File: src/rtl/bsc_div32767.sv
`timescale 1ns / 1ps
`default_nettype none

// Signed 64-bit division by 32767, truncating toward zero, three register stages.
module bsc_div32767
(
    input  wire logic               clk,
    input  wire logic               en,
    input  wire logic signed [63:0] x,
    output logic signed [63:0]      q
);

    logic        neg_a_reg;
    logic [63:0] mag_a_reg;
    logic        neg_b_reg;
    logic [18:0] mag_b_reg;
    logic [63:0] q0_b_reg;
    logic signed [63:0] q_c_reg;

    logic [63:0] mag_next;
    logic [63:0] q0_next;
    logic [18:0] rem;
    logic [18:0] corr;
    logic [63:0] qm;
    logic signed [63:0] q_next;

    always_comb
    begin
        mag_next = x[63] ? (64'd0 - x) : x;
        // Since 2^15 = 32767 + 1, n / 32767 is the sum of n / 2^(15k); the
        // floors of the first four terms fall short by less than five.
        q0_next = (mag_a_reg >> 15) + (mag_a_reg >> 30) + (mag_a_reg >> 45)
                + (mag_a_reg >> 60);
        rem  = mag_b_reg - {q0_b_reg[3:0], 15'd0} + q0_b_reg[18:0];
        corr = (rem + (rem >> 15) + 19'd1) >> 15;
        qm   = q0_b_reg + 64'(corr);
        q_next = neg_b_reg ? (64'sd0 - $signed(qm)) : $signed(qm);
    end

    always_ff @(posedge clk)
    begin
        if (en)
        begin
            neg_a_reg <= x[63];
            mag_a_reg <= mag_next;
            neg_b_reg <= neg_a_reg;
            mag_b_reg <= mag_a_reg[18:0];
            q0_b_reg  <= q0_next;
            q_c_reg   <= q_next;
        end
    end

    assign q = q_c_reg;

endmodule

`default_nettype wire

File: config.mk
export PLATFORM = sky130hd
export DESIGN_NAME = bsc_div32767
export DESIGN_NICKNAME = d
export VERILOG_FILES = /design/src/rtl/bsc_div32767.sv
export SDC_FILE = /design/constraint.sdc
export NUM_CORES = 1
export LEC_CHECK = 0
export BUFFER_PORTS_ARGS = -buffer_cell sky130_fd_sc_hd__buf_2
export CAP_MARGIN = 20
export CORE_AREA = 4 4 184 186
export CTS_CLUSTER_SIZE = 28
export DETAILED_ROUTE_END_ITERATION = 8
export DIE_AREA = 0 0 188 190
export GPL_TIMING_DRIVEN = 1
export HOLD_SLACK_MARGIN = 0.06
export PLACE_DENSITY = 0.69
export REMOVE_ABC_BUFFERS = 1
export SLEW_MARGIN = 10
export SYNTH_ARGS = -nofsm -noshare
export SYNTH_HDL_FRONTEND = slang
export SYNTH_SLANG_ARGS = --single-unit
File: constraint.sdc
create_clock -name clk -period 19.4 [get_ports clk]
set_clock_uncertainty 0.2 [all_clocks]
set_input_delay 0.97 -clock clk [delete_from_list [all_inputs] [get_ports clk]]
set_output_delay 0.97 -clock clk [all_outputs]
set_load 0.05 [all_outputs]
* After elaboration in Yosys (flattened, before gate mapping)
Index checks and enable logic that the tools add are counted.
Operators by class: add/subtract/negate cells 10, mux-type cells 2
Operators by type and width (number):
- subtractor 1 x 64 -> 64 bit, first input constant | 2
- adder 64 x 4 -> 64 bit | 1
- 2-to-1 mux 64 bit | 1
- 2-to-1 mux 63 bit | 1
- adder 51 x 4 -> 52 bit | 1
- adder 50 x 19 -> 51 bit | 1
- adder 49 x 34 -> 50 bit | 1
- adder 19 x 1 -> 19 bit, second input constant | 1
- adder 19 bit | 1
- adder 19 x 4 -> 19 bit | 1
- subtractor 19 bit | 1
Word-level totals: bits of input ports 66, bits in registers 213, logic and storage cells 19

* Logic depth before layout (Yosys ltp)
depth in word-level cells 7, depth in mapped cells 39, mapped depth without buffers 35

* Worst setup path before layout
Ideal clock, no wire load.
kind reg-to-reg, start reg q0_b_reg[10], end reg q_c_reg[53] (netlist: q[53]) (data pin), library setup time 254 ps, cell stages (with the launch flop) 36, required time 18946 ps, slack 11030 ps, period minus slack after synthesis 8370 ps, arrival time 7915 ps, cell sequence edfxtp_1 > clkbuf_1 > inv_1 > ha_1 > inv_1 > ha_1 > a21o_1 > a21o_1 > a21o_1 > or3_1 > o211a_1 > o311ai_0 > ha_1 > o21ai_0 > nand2b_1 > a21oi_1 > a211oi_1 > o2111a_1 > and4_1 > nand3_1 > nor4b_1 > nand3_1 > xnor2_1 > ha_1 > and3_1 > a22oi_1 > nor4_2 > and2_1 > buf_4 > nand4_1 > a2bb2oi_1 > or3_1 > or4_1 > or3_1 > buf_2 > o21a_1
Between the ends: longest elaborated chain between the ends 6
Ends and longest elaborated chain:
- from (decl) | line 17 | logic [63:0] q0_b_reg;
- from (signal assigned) | line 48 | q0_b_reg <= q0_next;
- adder 19 bit | line 34 | rem = mag_b_reg - {q0_b_reg[3:0], 15'd0} + q0_b_reg[18:0];
- adder 19 x 4 -> 19 bit | line 35 | corr = (rem + (rem >> 15) + 19'd1) >> 15;
- adder 19 x 1 -> 19 bit | line 35
- adder 64 x 4 -> 64 bit (*) | line 36 | qm = q0_b_reg + 64'(corr);
- subtractor 1 x 64 -> 64 bit | line 37 | q_next = neg_b_reg ? (64'sd0 - $signed(qm)) : $signed(qm);
- 2-to-1 mux 64 bit (*) | line 37
- to (signal assigned) | line 49 | q_c_reg <= q_next;
- to (decl) | line 18 | logic signed [63:0] q_c_reg;
Every way passes the cells marked *; elsewhere a longest branch is shown, timed or not. A chain may end at the register's enable or synchronous reset.

* Worst setup path after layout
start reg q0_b_reg[10], end reg q_c_reg[55] (netlist: q[55]) (data pin)
The elaborated chain is that of the path after synthesis.

==> metrics.csv <==
stage;metric;value;unit
setup_path;Max FO, Critical Path;13;
detailed_routing;number of DRC markers in iteration 0;617;
synth;ys async rst share;0;%
global_route;Total GRT Usage;18.1;%
floorplan;die area;35700;sq um
setup_path;Critical Path Max Stage Delay;0.70;ns
layout;layout cells sized above 1;12.7;%
detailed_routing;routed vias/inst;5.48;
floorplan;Core ar.;32300;sq um
layout;Area Overhead vs Synth;11.4;%
synth;post-synthesis cell type count;67;
global_route;global-route wire length before repair;52500;um
clock_tree;Hold Buf Count CTS;0;
floorplan;io pins;130;
global_route;initial antenna violation count;2;
status;status;finished clean;
placement;hpwl dp;25600;um
synth;Yosys warnings;0;
setup_path;CP Capture Type;flop;
detailed_routing;final wirelength;32400;um
placement;# port buffers;129;
placement;global placement routability congestion;0.899;
placement;DP Worst Slack;9.66;ns
detailed_routing;Routed wire per std cell;16.8;um
floorplan;die height;190;um
global_route;largest net degree at the start of global routing;114;
setup_path;reg2reg path depth;33;
clock_tree;H-Tree Depth;4;
sta;Final setup viols;0;
global_route;vias in the first global route;10200;
layout;sequential cell area;5980;sq um
clock_tree;post-cts gate resize count;0;
setup_path;CP required;19.40;ns
clock_tree;Clock Path Buffers;2;
synth;Seq/Total Area, Yosys;41.4;%
sta;Tcrit/Tclk final;50.3;%
sta;worst rel slew slack;27.7;%
sta;minimum clock period;9.76;ns
power_and_ir_drop;PD cells;163;nW/um^2
sta;max-slew violation count;0;
min_path;HP Class;flop to flop;
synth;predominant post-synthesis flop cell;edfxtp_1;
clock_tree;setup bufs post-CTS;0;
detailed_routing;drt first pass iters;6;
layout;Filler cells;2932;
setup_path;R2R Path End;q[55];
floorplan;Die X;188;um
sta;RSZ-0062 raised after global routing;no;
sta;count of final hold-check violations;0;
power_and_ir_drop;VDD IR max;0.114;mV
setup_path;CP max-delay cell;o311ai_0;
power_and_ir_drop;Leakage;6.31;nW
floorplan;starting density of the core;44.7;%
synth;Syn Inst Count;1361;
synth;EDFF count, synth;199;
detailed_routing;post-route ant nets;0;
detailed_routing;# DRC;0;
synth;post-synth top area share;41.4;%
synth;Syn Area/Cell;10.6;sq um
clock_tree;CTS tree;done;
sta;Final WS setup;9.64;ns
setup_path;crit path DAT;9.76;ns
clock_tree;cts bufs inserted;17;
layout;Nets;1687;
sta;Worst-Margin Slew;1.09;ns
sta;setup_tns;0;ns
detailed_routing;detailed-route via count;10500;
floorplan;number of cell rows;66;
synth;Synth area leaders;edfxtp_1 41%, ha_1 11%, xnor2_1 9.8%;
clock_tree;clock slew at reported path FFs;0.07;ns
sta;Max Fclk;102;MHz
setup_path;crit path kind;flop to flop;
setup_path;R2R Setup Slk;9.64;ns
placement;Cells after DPL;1894;
global_route;total gr overflow;0;
run;reported max-cap violation count;0;
clock_tree;Sink Count;199;
layout;# diodes;0;
setup_path;crit start category;flop;
synth;#FFs+latches synth;199;
synth;Post-Syn Area;14400;sq um
synth;biggest area consumer among synthesized cells;edfxtp_1;
setup_path;crit path to;q[55];
power_and_ir_drop;Final Power;2.62;mW
layout;area occupied by multi-input gates;7930;sq um
setup_path;r2r startpoint;q0_b_reg[10];
setup_path;CP startpoint;q0_b_reg[10];
clock_tree;worst skew pair latency;0.44;ns
layout;Final Non-Filler Cells;1926;
clock_tree;Root Driver;clkbuf_16;
[cell type report]
class | count | share of cell area, %
clock buffer | 17 | 2.65
clock inverter | 15 | 0.904
sequential | 199 | 37.2
timing repair buffer | 132 | 4.22
tap | 442 | 3.44
inverter | 94 | 2.20
multi-input combinational | 1027 | 49.4
[metrics by stage]
stage                     area [sq um]  util, %  hold slack, ns
final                            16100     49.7           0.213
after global routing             16100     49.7           0.222
after CTS                        16100     49.7           0.215
after detailed placement         15500     48.0           0.205
after global placement           15500     48.0           0.200
after floorplan                  14300        -           0.200
[worst max-delay path: cells and delay by family (launching register included)]
kind / cells / cell delay [ns]
AND/OR/NAND/NOR: 13 / 4.31
flip-flops: 1 / 0.49
XOR/XNOR: 1 / 0.18
adder cells (fa/ha/maj): 4 / 1.31
buffers and inverters: 3 / 0.37
AO/OA/AOI/OAI: 12 / 2.62
[report_power, final]
group	internal, mW	switching [mW]
combinational	0.588	0.976
clock	0.180	0.164
sequential	0.627	0.0884
[worst min path at each step]
stage                 start            to  slack [ns]  cells past startpoint
2_1_floorplan  mag_a_reg[0]  mag_b_reg[0]        0.20                      0
3_3_place_gp   mag_a_reg[2]  mag_b_reg[2]        0.20                      0
3_5_place_dp   mag_a_reg[8]  mag_b_reg[8]        0.20                      0
4_1_cts        mag_a_reg[8]  mag_b_reg[8]        0.21                      0
5_1_grt        mag_a_reg[7]  mag_b_reg[7]        0.22                      0
6_report       mag_a_reg[8]  mag_b_reg[8]        0.21                      0
[synth_stat cells (3+ instances only)]
cell type and n:
nand3_1 37, and2_1 14, nor4_1 12, a211oi_1 7, a41oi_1 3, edfxtp_1 199
ha_1 123, o21bai_1 5, nand4_1 28, clkbuf_1 37, nand2_1 81, fa_1 27
a22oi_1 4, nor2b_1 9, a21o_1 35, and3_1 17, a31oi_1 20, nor3b_1 4
xor2_1 53, o311ai_0 3, o21a_1 20, o2111ai_1 4, and4_1 12, o21ai_0 65
mux2i_1 5, or4_1 13, nor2_1 55, inv_1 94, o22ai_1 3, o41ai_1 14
or4_4 4, or3_4 3, nor4b_1 3, xnor2_1 162, o211ai_1 3, nor3_1 25
a211o_1 3, or2_2 14, nand2b_1 15, o31ai_1 32, a21oi_1 53, or3_1 10
[logic make-up (layout without fill, tap and decap cells)]
kind of cell | Yosys count | after routing | share of synthesized area [%]
compound gates | 295 | 295 | 13.6
xor+xnor | 215 | 215 | 13.1
fa+ha+maj | 150 | 150 | 14.4
buf+inv | 135 | 258 | 3.56
flops | 199 | 199 | 41.4
mux | 5 | 5 | 0.347
simple gates | 362 | 362 | 13.6
[layer usage]
metal	vias up	share of wire [%]	track usage (%)
li1	5256	-	-
met1	4940	48	25.9
met2	301	45	28.1
met3	50	5.1	3.30
met4	2	2.2	5.82
met5	-	0.040	0
[placed cells by master (no fill, tap or decap), types with 15 or more instances in the layout]
| cell | instances |
|---|---|
| edfxtp_1 | 199 |
| xnor2_1 | 162 |
| buf_2 | 128 |
| ha_1 | 123 |
| inv_1 | 94 |
| nand2_1 | 81 |
| o21ai_0 | 65 |
| nor2_1 | 55 |
| a21oi_1 | 53 |
| xor2_1 | 53 |
| nand3_1 | 37 |
| a21o_1 | 35 |
| o31ai_1 | 32 |
| nand4_1 | 28 |
| fa_1 | 27 |
| nor3_1 | 25 |
| o21a_1 | 20 |
| a31oi_1 | 20 |
| and3_1 | 17 |
| clkbuf_16 | 17 |
| nand2b_1 | 15 |
No activity file was read; power rests on OpenSTA's default activity.
